$ cat config.mk
export PLATFORM = sky130hd
export DESIGN_NAME = message_pacer_slow_start
export DESIGN_NICKNAME = d
export VERILOG_FILES = /design/src/design/msgp_pkg.sv /design/src/design/msgp_div.sv /design/src/design/msgp_seq.sv /design/src/design/msgp_dp.sv /design/src/design/message_pacer_slow_start.sv
export SDC_FILE = /design/constraint.sdc
export NUM_CORES = 2
export LEC_CHECK = 0
export BUFFER_PORTS_ARGS = -buffer_cell sky130_fd_sc_hd__buf_2
export CORE_AREA = 5 5 371 227
export DETAILED_ROUTE_END_ITERATION = 8
export DIE_AREA = 0 0 376 232
export PLACE_DENSITY_LB_ADDON = 0.25
export SLEW_MARGIN = 20
export SYNTH_ARGS = -nofsm -noshare
export SYNTH_HDL_FRONTEND = slang
export SYNTH_SLANG_ARGS = --single-unit
$ cat constraint.sdc
create_clock -name clk -period 10.3 [get_ports clk]
set_input_delay 2.575 -clock clk [delete_from_list [all_inputs] [get_ports clk]]
set_output_delay 2.575 -clock clk [all_outputs]
set_load 0.02 [all_outputs]
$ cat src/design/msgp_pkg.sv
// Shared types, constants and microcode ROM of the message pacer.
`timescale 1ns / 1ps
`default_nettype none

package msgp_pkg;

	localparam int RATE_W = 20;
	localparam int RAMP_W = 16;
	localparam int TIME_W = 32;
	localparam int WAIT_W = 20;
	localparam int CFG_IDX_W = 1;
	localparam int PC_W = 4;
	localparam int DIV_STEPS = 20;
	localparam int DIV_CNT_W = 5;
	localparam int DIV_REM_W = 21;
	localparam int PROD_W = 52;

	localparam logic [WAIT_W-1:0] USEC_PER_SEC = 20'd1000000;

	localparam logic [CFG_IDX_W-1:0] CFG_TARGET_RATE = 1'b0;
	localparam logic [CFG_IDX_W-1:0] CFG_RAMP_SECONDS = 1'b1;

	localparam logic [PC_W-1:0] STEP_IDLE = 4'd0;
	localparam logic [PC_W-1:0] STEP_DISPATCH = 4'd1;
	localparam logic [PC_W-1:0] STEP_RAMP = 4'd2;
	localparam logic [PC_W-1:0] STEP_MUL = 4'd3;
	localparam logic [PC_W-1:0] STEP_DIV_RAMP = 4'd4;
	localparam logic [PC_W-1:0] STEP_WAIT_RAMP = 4'd5;
	localparam logic [PC_W-1:0] STEP_DIV_GAP = 4'd6;
	localparam logic [PC_W-1:0] STEP_WAIT_GAP = 4'd7;
	localparam logic [PC_W-1:0] STEP_TO_DECIDE = 4'd8;
	localparam logic [PC_W-1:0] STEP_DIV_STEADY = 4'd9;
	localparam logic [PC_W-1:0] STEP_WAIT_STEADY = 4'd10;
	localparam logic [PC_W-1:0] STEP_DECIDE = 4'd11;
	localparam logic [PC_W-1:0] STEP_EMIT = 4'd12;
	localparam logic [PC_W-1:0] STEP_EMIT_DONE = 4'd13;
	localparam logic [PC_W-1:0] STEP_MEASURED = 4'd14;

	typedef enum logic [3:0] {
		DP_NOP,
		DP_ACCEPT,
		DP_RAMP,
		DP_MUL,
		DP_DIV_RAMP,
		DP_DIV_GAP,
		DP_DIV_STEADY,
		DP_DECIDE,
		DP_EMIT,
		DP_MEASURED
	} dp_op_t;

	typedef enum logic [2:0] {
		C_NEVER,
		C_ALWAYS,
		C_NO_INPUT,
		C_OP1,
		C_RAMP_OFF,
		C_DIV_BUSY,
		C_NO_WAIT,
		C_OUT_BUSY
	} cond_t;

	typedef struct packed {
		dp_op_t op;
		cond_t cond;
		logic [PC_W-1:0] target;
	} ctrl_word_t;

	typedef struct packed {
		logic op;
		logic ramp_off;
		logic div_busy;
		logic no_wait;
		logic out_busy;
	} dp_status_t;

	function automatic ctrl_word_t ucode_rom(input logic [PC_W-1:0] pc);
		ctrl_word_t cw;
		cw = '{op: DP_NOP, cond: C_ALWAYS, target: STEP_IDLE};
		unique case (pc)
			STEP_IDLE: cw = '{op: DP_ACCEPT, cond: C_NO_INPUT, target: STEP_IDLE};
			STEP_DISPATCH: cw = '{op: DP_NOP, cond: C_OP1, target: STEP_MEASURED};
			STEP_RAMP: cw = '{op: DP_RAMP, cond: C_RAMP_OFF, target: STEP_DIV_STEADY};
			STEP_MUL: cw = '{op: DP_MUL, cond: C_NEVER, target: STEP_IDLE};
			STEP_DIV_RAMP: cw = '{op: DP_DIV_RAMP, cond: C_NEVER, target: STEP_IDLE};
			STEP_WAIT_RAMP: cw = '{op: DP_NOP, cond: C_DIV_BUSY, target: STEP_WAIT_RAMP};
			STEP_DIV_GAP: cw = '{op: DP_DIV_GAP, cond: C_NEVER, target: STEP_IDLE};
			STEP_WAIT_GAP: cw = '{op: DP_NOP, cond: C_DIV_BUSY, target: STEP_WAIT_GAP};
			STEP_TO_DECIDE: cw = '{op: DP_NOP, cond: C_ALWAYS, target: STEP_DECIDE};
			STEP_DIV_STEADY: cw = '{op: DP_DIV_STEADY, cond: C_NEVER, target: STEP_IDLE};
			STEP_WAIT_STEADY: cw = '{op: DP_NOP, cond: C_DIV_BUSY, target: STEP_WAIT_STEADY};
			STEP_DECIDE: cw = '{op: DP_DECIDE, cond: C_NO_WAIT, target: STEP_IDLE};
			STEP_EMIT: cw = '{op: DP_EMIT, cond: C_OUT_BUSY, target: STEP_EMIT};
			STEP_EMIT_DONE: cw = '{op: DP_NOP, cond: C_ALWAYS, target: STEP_IDLE};
			STEP_MEASURED: cw = '{op: DP_MEASURED, cond: C_ALWAYS, target: STEP_IDLE};
			default: cw = '{op: DP_NOP, cond: C_ALWAYS, target: STEP_IDLE};
		endcase
		return cw;
	endfunction

endpackage

`default_nettype wire

$ cat src/design/msgp_div.sv
// Radix-2 restoring divider, one quotient bit per cycle.
`timescale 1ns / 1ps
`default_nettype none

module msgp_div (
	input wire logic clk,
	input wire logic arst_n,
	input wire logic start,
	input wire logic [msgp_pkg::DIV_REM_W-1:0] rem_init,
	input wire logic [msgp_pkg::WAIT_W-1:0] num,
	input wire logic [msgp_pkg::DIV_REM_W-1:0] den,
	output logic busy,
	output logic [msgp_pkg::WAIT_W-1:0] quot
);

	logic busy_q;
	logic [msgp_pkg::DIV_CNT_W-1:0] cnt_q;
	logic [msgp_pkg::DIV_REM_W-1:0] rem_q;
	logic [msgp_pkg::DIV_REM_W-1:0] den_q;
	logic [msgp_pkg::WAIT_W-1:0] num_q;
	logic [msgp_pkg::DIV_REM_W:0] part;
	logic [msgp_pkg::DIV_REM_W:0] den_x;
	logic ge;

	assign part = {rem_q, num_q[msgp_pkg::WAIT_W-1]};
	assign den_x = {1'b0, den_q};
	assign ge = part >= den_x;

	always_ff @(posedge clk or negedge arst_n) begin
		if (!arst_n) begin
			busy_q <= 1'b0;
			cnt_q <= '0;
		end else if (start) begin
			busy_q <= 1'b1;
			cnt_q <= msgp_pkg::DIV_CNT_W'(msgp_pkg::DIV_STEPS);
		end else if (busy_q) begin
			cnt_q <= cnt_q - 1'b1;
			if (cnt_q == msgp_pkg::DIV_CNT_W'(1))
				busy_q <= 1'b0;
		end
	end

	always_ff @(posedge clk) begin
		if (start) begin
			rem_q <= rem_init;
			num_q <= num;
			den_q <= den;
		end else if (busy_q) begin
			rem_q <= ge ? msgp_pkg::DIV_REM_W'(part - den_x) : part[msgp_pkg::DIV_REM_W-1:0];
			num_q <= {num_q[msgp_pkg::WAIT_W-2:0], ge};
		end
	end

	assign busy = busy_q;
	assign quot = num_q;

endmodule

`default_nettype wire

$ cat src/design/msgp_seq.sv
// Microcode sequencer: step counter, control ROM fetch and conditional jumps.
`timescale 1ns / 1ps
`default_nettype none

module msgp_seq (
	input wire logic clk,
	input wire logic arst_n,
	input wire logic in_valid,
	input wire msgp_pkg::dp_status_t status,
	output msgp_pkg::ctrl_word_t ctrl,
	output logic in_stall
);

	logic [msgp_pkg::PC_W-1:0] pc_q;
	msgp_pkg::ctrl_word_t cw;
	logic take;

	assign cw = msgp_pkg::ucode_rom(pc_q);

	always_comb begin
		unique case (cw.cond)
			msgp_pkg::C_NEVER: take = 1'b0;
			msgp_pkg::C_ALWAYS: take = 1'b1;
			msgp_pkg::C_NO_INPUT: take = !in_valid;
			msgp_pkg::C_OP1: take = status.op;
			msgp_pkg::C_RAMP_OFF: take = status.ramp_off;
			msgp_pkg::C_DIV_BUSY: take = status.div_busy;
			msgp_pkg::C_NO_WAIT: take = status.no_wait;
			msgp_pkg::C_OUT_BUSY: take = status.out_busy;
			default: take = 1'b1;
		endcase
	end

	always_ff @(posedge clk or negedge arst_n) begin
		if (!arst_n)
			pc_q <= msgp_pkg::STEP_IDLE;
		else if (take)
			pc_q <= cw.target;
		else
			pc_q <= pc_q + 1'b1;
	end

	assign ctrl = cw;
	assign in_stall = pc_q != msgp_pkg::STEP_IDLE;

endmodule

`default_nettype wire

$ cat src/design/msgp_dp.sv
// Pacer datapath: configuration, pacing state, multiplier, divider and output register.
`timescale 1ns / 1ps
`default_nettype none

module msgp_dp (
	input wire logic clk,
	input wire logic arst_n,
	input wire msgp_pkg::ctrl_word_t ctrl,
	output msgp_pkg::dp_status_t status,
	input wire logic cfg_we,
	input wire logic [msgp_pkg::CFG_IDX_W-1:0] cfg_index,
	input wire logic [msgp_pkg::RATE_W-1:0] cfg_data,
	input wire logic in_valid,
	input wire logic op,
	input wire logic [msgp_pkg::TIME_W-1:0] proc_time_us,
	input wire logic [msgp_pkg::TIME_W-1:0] now_seconds,
	input wire logic [msgp_pkg::TIME_W-1:0] actual_wait_us,
	output logic out_valid,
	input wire logic out_stall,
	output logic [msgp_pkg::WAIT_W-1:0] wait_us
);

	logic [msgp_pkg::RATE_W-1:0] rate_q;
	logic [msgp_pkg::RAMP_W-1:0] ramp_q;
	logic active_q;
	logic started_q;
	logic [msgp_pkg::TIME_W-1:0] start_q;
	logic signed [31:0] os_q;
	logic [msgp_pkg::WAIT_W-1:0] last_wait_q;
	logic out_valid_q;

	logic op_q;
	logic [msgp_pkg::TIME_W-1:0] proc_q;
	logic [msgp_pkg::TIME_W-1:0] now_q;
	logic [msgp_pkg::TIME_W-1:0] act_q;
	logic [msgp_pkg::PROD_W-1:0] prod_q;
	logic [msgp_pkg::WAIT_W-1:0] wait_q;
	logic [msgp_pkg::WAIT_W-1:0] wait_out_q;

	logic [msgp_pkg::RATE_W-1:0] rate_eff;
	logic [msgp_pkg::RATE_W-1:0] rate_m1;
	logic [msgp_pkg::TIME_W-1:0] eff_start;
	logic [msgp_pkg::TIME_W:0] end_sum;
	logic ramp_end;
	logic ramp_off;
	logic [msgp_pkg::TIME_W-1:0] elapsed;
	logic out_busy;

	logic div_start;
	logic div_busy;
	logic [msgp_pkg::DIV_REM_W-1:0] div_rem;
	logic [msgp_pkg::WAIT_W-1:0] div_num;
	logic [msgp_pkg::DIV_REM_W-1:0] div_den;
	logic [msgp_pkg::WAIT_W-1:0] quot;

	logic signed [34:0] gap_x;
	logic signed [34:0] proc_x;
	logic signed [34:0] os_x;
	logic signed [34:0] diff_s;
	logic signed [34:0] meas_s;
	logic signed [34:0] usec_x;
	logic [msgp_pkg::WAIT_W-1:0] wait_sat;
	logic new_active;

	function automatic logic [31:0] sat32(input logic signed [34:0] v);
		logic [31:0] r;
		if (v > 35'sd2147483647)
			r = 32'h7FFF_FFFF;
		else if (v < -35'sd2147483648)
			r = 32'h8000_0000;
		else
			r = v[31:0];
		return r;
	endfunction

	assign rate_eff = (rate_q == '0) ? msgp_pkg::RATE_W'(1) : rate_q;
	assign rate_m1 = rate_eff - 1'b1;
	assign eff_start = started_q ? start_q : now_q;
	assign end_sum = {1'b0, eff_start} + {17'd0, ramp_q};
	assign ramp_end = end_sum < {1'b0, now_q};
	assign ramp_off = !active_q || (ramp_q == '0) || ramp_end;
	assign elapsed = (now_q >= start_q) ? (now_q - start_q) : '0;
	assign out_busy = out_valid_q && out_stall;

	assign gap_x = $signed({15'd0, quot});
	assign proc_x = $signed({3'd0, proc_q});
	assign os_x = {{3{os_q[31]}}, os_q};
	assign diff_s = gap_x - proc_x - os_x;
	assign meas_s = $signed({3'd0, act_q}) - $signed({15'd0, last_wait_q});
	assign usec_x = $signed({15'd0, msgp_pkg::USEC_PER_SEC});
	assign wait_sat = (diff_s > usec_x) ? msgp_pkg::USEC_PER_SEC : diff_s[msgp_pkg::WAIT_W-1:0];
	assign new_active = (cfg_index == msgp_pkg::CFG_RAMP_SECONDS)
		? (cfg_data[msgp_pkg::RAMP_W-1:0] != '0) : (ramp_q != '0);

	always_comb begin
		div_start = 1'b0;
		div_rem = '0;
		div_num = msgp_pkg::USEC_PER_SEC;
		div_den = {1'b0, rate_eff};
		case (ctrl.op)
			msgp_pkg::DP_DIV_RAMP: begin
				div_start = 1'b1;
				div_rem = prod_q[40:20];
				div_num = prod_q[19:0];
				div_den = {5'd0, ramp_q};
			end
			msgp_pkg::DP_DIV_GAP: begin
				div_start = 1'b1;
				div_den = {1'b0, quot} + 21'd1;
			end
			msgp_pkg::DP_DIV_STEADY: begin
				div_start = 1'b1;
			end
			default: begin
				div_start = 1'b0;
			end
		endcase
	end

	msgp_div u_div (
		.clk(clk),
		.arst_n(arst_n),
		.start(div_start),
		.rem_init(div_rem),
		.num(div_num),
		.den(div_den),
		.busy(div_busy),
		.quot(quot)
	);

	always_ff @(posedge clk or negedge arst_n) begin
		if (!arst_n) begin
			rate_q <= 20'd100;
			ramp_q <= '0;
			active_q <= 1'b0;
			started_q <= 1'b0;
			start_q <= '0;
			os_q <= '0;
			last_wait_q <= '0;
			out_valid_q <= 1'b0;
		end else begin
			if (out_valid_q && !out_stall && ctrl.op != msgp_pkg::DP_EMIT)
				out_valid_q <= 1'b0;
			case (ctrl.op)
				msgp_pkg::DP_RAMP: begin
					if (active_q) begin
						started_q <= 1'b1;
						start_q <= eff_start;
						if (ramp_off)
							active_q <= 1'b0;
					end
				end
				msgp_pkg::DP_DECIDE: begin
					if (diff_s <= 35'sd0)
						os_q <= sat32(-diff_s);
				end
				msgp_pkg::DP_EMIT: begin
					if (!out_busy) begin
						out_valid_q <= 1'b1;
						last_wait_q <= wait_q;
					end
				end
				msgp_pkg::DP_MEASURED: begin
					os_q <= sat32(meas_s);
				end
				default: begin
				end
			endcase
			if (cfg_we) begin
				if (cfg_index == msgp_pkg::CFG_TARGET_RATE)
					rate_q <= cfg_data;
				else
					ramp_q <= cfg_data[msgp_pkg::RAMP_W-1:0];
				active_q <= new_active;
				started_q <= 1'b0;
			end
		end
	end

	always_ff @(posedge clk) begin
		if (ctrl.op == msgp_pkg::DP_ACCEPT && in_valid) begin
			op_q <= op;
			proc_q <= proc_time_us;
			now_q <= now_seconds;
			act_q <= actual_wait_us;
		end
		if (ctrl.op == msgp_pkg::DP_MUL)
			prod_q <= {32'd0, rate_m1} * {20'd0, elapsed};
		if (ctrl.op == msgp_pkg::DP_DECIDE && diff_s > 35'sd0)
			wait_q <= wait_sat;
		if (ctrl.op == msgp_pkg::DP_EMIT && !out_busy)
			wait_out_q <= wait_q;
	end

	assign status = '{op: op_q, ramp_off: ramp_off, div_busy: div_busy,
		no_wait: (diff_s <= 35'sd0), out_busy: out_busy};

	assign out_valid = out_valid_q;
	assign wait_us = wait_out_q;

	a_wait_range: assert property (@(posedge clk) disable iff (!arst_n)
		out_valid |-> (wait_us != '0) && (wait_us <= msgp_pkg::USEC_PER_SEC))
		else $error("emitted wait out of range");

	a_div_idle_on_start: assert property (@(posedge clk) disable iff (!arst_n)
		div_start |-> !div_busy)
		else $error("divider restarted while busy");

	a_start_latch: assert property (@(posedge clk) disable iff (!arst_n)
		$rose(started_q) |-> $past(ctrl.op == msgp_pkg::DP_RAMP))
		else $error("ramp start latched outside ramp step");

	a_emit_sets_last: assert property (@(posedge clk) disable iff (!arst_n)
		$rose(out_valid_q) |-> last_wait_q == wait_out_q)
		else $error("last wait does not match emitted beat");

endmodule

`default_nettype wire

$ cat src/design/message_pacer_slow_start.sv
// Top level of the message pacer with linear slow start.
// One item is taken at a time; in_stall is low only while the sequencer sits in its idle
// step. A measured-wait report uses no divider. A message report uses the shared divider,
// which produces one quotient bit per cycle over 20 steps and holds the sequencer while it
// is busy; it runs once per message (twice during slow start, after one 20x32 multiply).
// A message report that yields a wait then passes through the emit step. A result waits
// in an output register; if it is still stalled when the next result is ready, the
// sequencer holds at its emit step for as long as the stall lasts. Configuration writes
// are taken at any cycle.
`timescale 1ns / 1ps
`default_nettype none

module message_pacer_slow_start (
	input wire logic clk,
	input wire logic arst_n,
	input wire logic cfg_we,
	input wire logic [msgp_pkg::CFG_IDX_W-1:0] cfg_index,
	input wire logic [msgp_pkg::RATE_W-1:0] cfg_data,
	input wire logic in_valid,
	output logic in_stall,
	input wire logic op,
	input wire logic [msgp_pkg::TIME_W-1:0] proc_time_us,
	input wire logic [msgp_pkg::TIME_W-1:0] now_seconds,
	input wire logic [msgp_pkg::TIME_W-1:0] actual_wait_us,
	output logic out_valid,
	input wire logic out_stall,
	output logic [msgp_pkg::WAIT_W-1:0] wait_us
);

	msgp_pkg::ctrl_word_t ctrl;
	msgp_pkg::dp_status_t status;

	msgp_seq u_seq (
		.clk(clk),
		.arst_n(arst_n),
		.in_valid(in_valid),
		.status(status),
		.ctrl(ctrl),
		.in_stall(in_stall)
	);

	msgp_dp u_dp (
		.clk(clk),
		.arst_n(arst_n),
		.ctrl(ctrl),
		.status(status),
		.cfg_we(cfg_we),
		.cfg_index(cfg_index),
		.cfg_data(cfg_data),
		.in_valid(in_valid),
		.op(op),
		.proc_time_us(proc_time_us),
		.now_seconds(now_seconds),
		.actual_wait_us(actual_wait_us),
		.out_valid(out_valid),
		.out_stall(out_stall),
		.wait_us(wait_us)
	);

endmodule

`default_nettype wire

==> results_dict.tcl <==
set metrics [dict create \
    clk_pin_slew_ns 0.08 \
    synth_cell_types 96 \
    synth_common_cells "758 x inv_1, 682 x nand2_1, 490 x fa_1, 331 x nor2_1, 289 x ha_1" \
    tightestPinTransition_ns 1.14 \
    post-synth-top-area-cell "fa_1" \
    rows 81 \
    route.antenna.remaining_nets 0 \
    synth_edf_count 240 \
    worstReg2RegStart "u_dp.now_q[0]$_DFFE_PP_" \
    netlist_area_mm2 0.0423 \
    cp-start-kind "flip-flop" \
    worstPathBufferInverterCount 4 \
    cts_root_buf "clkbuf_16" \
    first_pass_iters 6 \
    setup_viol 0 \
    yosysSeqAreaShare_pct 24.9 \
    core_area_mm2 0.0806 \
    syn_area_per_cell_um2 9.02 \
    crit_top_cell "fa_1" \
    place_congestion 1.05 \
    vias 35160 \
    status "complete, no violations" \
    r2r-end "u_dp.prod_q[38]$_DFFE_PN_" \
    die_area_mm2 0.0872 \
    multi_input_comb_area_mm2 0.0286 \
    drive_gt1_share_pct 10.3 \
    critPathArrivalTime_ns 10.26 \
    crit_family "adder cells" \
    start_util_pct 52.5 \
    track_usage_pct 31.5 \
    required_ns 10.59 \
    area_delta_synth_final_pct 9.61 \
    cts_num_sinks 373 \
    placed_area_mm2 0.0450 \
    antenna_found_initial 9 \
    numPortBuffers 144 \
    finalWorstPathRequiredPeriod_ns 9.96 \
    holdPathEnd "u_dp.wait_us[0]$_DFFE_PP_" \
    cp_max_fo 8 \
    holdPathStages 0 \
    final_nets 5746 \
    endpoint_kind "flip-flop" \
    ff2ff_setup_slack_ns 0.34 \
    hold_ws_ns 0.464 \
    fillers 7187 \
    layout_worst_path_cycle_share_pct 96.7 \
    avgViaCountPerCell 5.91 \
    critPathKind "flip-flop to flip-flop" \
    finalHoldViolCount 0 \
    finalMaxSlewViolations 0 \
    die_x_um 376 \
    stdcell_area_mm2 0.0464 \
    drtIter0Drc 4435 \
    cts.htree.levels 2 \
    synth-seq-cells 373 \
    grt-ovfl-total 0 \
    die_h_um 232 \
    grt_pass1_vias 33628 \
    dp.cells 5882 \
    grt_pass1_wl_um 209000 \
    syn_nets 5592 \
    yosysMostFrequentCell "inv_1" \
    r2r_cells 34 \
    synth_cells 4690 \
    seq_area_mm2 0.0105 \
    drc 0 \
    numCtsBuffers 34 \
    synth_top_area_share_pct 23.2 \
    fmax_ghz 0.100 \
    cap_violations 0 \
    tns_ns 0 \
    dpl.hpwl_um 114000 \
    grt_max_degree 83 \
    skew_ns 0.0204 \
    synth_ff_type "edfxtp_1" \
    cpMaxStageDelayCell "fa_1" \
    cts_tree "done" \
    synth_area_leaders "fa_1 23%, edfxtp_1 17%, ha_1 8.5%" \
    min-delay-start "u_dp.wait_q[0]$_SDFFCE_PN0P_" \
    slowest_delay_ns 0.61 \
    io_pins 145 \
    cts_buffer_depth 3 \
    wl_per_cell_um 23.2 \
    ys_warn_count 0 \
    synthArstFlopShare_pct 35.7 \
    wl_um 138000 \
    insertion_delay_ns 0.56 \
    hold_class "flip-flop to flip-flop" \
    stdcell_count 5954 \
    slew_headroom_pct 24.1 \
]
final cells by class:
type	instances	area share (%)
timing repair buffer	294	4.11
antenna	6	0.0324
multi-input combinational	3381	61.7
sequential	373	22.7
tap	1079	2.91
clock inverter	19	0.440
inverter	760	6.15
clock buffer	42	1.97
logic make-up (layout without fill, tap and decap cells):
kind of cell    count (synthesis)  after routing  share of synthesized area [%]
xor+xnor                      261            261                           5.43
fa+ha+maj                     779            779                           31.7
mux                            66             66                           1.67
flops                         373            373                           24.9
compound gates                768            769                           11.7
other cells                     0              6                              0
simple gates                 1506           1506                           16.2
buf+inv                       937           1115                           8.38
flip-flops by register name (all words and copies together) (netlist names), 16 cells and up:
name              flops
u_dp.prod_q          41
u_dp.act_q           32
u_dp.now_q           32
u_dp.os_q            32
u_dp.proc_q          32
u_dp.start_q         32
u_dp.u_div.den_q     21
u_dp.u_div.rem_q     21
u_dp.last_wait_q     20
u_dp.rate_q          20
u_dp.u_div.quot      20
u_dp.wait_q          20
u_dp.wait_us         20
u_dp.ramp_q          16
placed cells by master, fill, tap and decap left out, types with 52 or more instances in the layout:
cell type,n
fa_1,483
buf_2,143
nor3_1,78
inv_1,757
buf_4,145
edfxtp_1,240
xnor2_1,156
xor2_1,89
nand3_1,52
and2_1,54
o21ai_0,192
dfrtp_1,129
a21oi_1,177
a21o_1,81
nand2_1,678
nor2_1,329
ha_1,288
through the flow:
step,utilization (%),setup slack (ns)
6_report,57.6,0.338
5_1_grt,57.6,-0.0338
4_1_cts,57.2,0.00919
3_5_place_dp,55.9,0.0594
3_3_place_gp,55.9,0.178
2_1_floorplan,-,0.0701
worst register-to-register path, delay by kind of cell (launching register included):
family,cells,cell delay [ns]
buf+inv,4,0.46
simple gates,5,0.96
fa+ha+maj,10,4.50
compound gates,14,3.30
xor+xnor,1,0.08
flops,1,0.40
what timing repair did:
action / CTS / global route
hold endpoints to repair: 0 / 0
hold buffers: 0 / 0
gates resized for setup: 0 / 47
setup endpoints to repair: 0 / 10
buffers inserted: 0 / 4
how the worst max path moves through the flow:
stage,from,end,slack [ns],cells after the start
after floorplan,in_valid,u_dp.act_q[0]$_DFFE_PP_,0.07,1
after global placement,u_dp.now_q[0]$_DFFE_PP_,u_dp.prod_q[38]$_DFFE_PN_,0.18,40
after detailed placement,u_dp.now_q[0]$_DFFE_PP_,u_dp.prod_q[38]$_DFFE_PN_,0.06,38
after CTS,u_dp.now_q[0]$_DFFE_PP_,u_dp.prod_q[38]$_DFFE_PN_,0.009,40
after global routing,u_dp.now_q[0]$_DFFE_PP_,u_dp.prod_q[40]$_DFFE_PN_,-0.03,38
final,u_dp.now_q[0]$_DFFE_PP_,u_dp.prod_q[38]$_DFFE_PN_,0.34,34
per-layer routing:
metal	vias up	part of all wire [%]	wire length, um	global-route usage (%)
met1	17285	45	62700	49.5
met4	0	1.3	1850	3.98
met3	162	17	24000	15.9
met5	-	0	0	2.33
met2	2032	36	49400	38.4
li1	15681	-	-	-
Power is left out: the tool's default activity adds up to more than one toggle a clock period on the data nets, which glitch-free logic cannot reach.
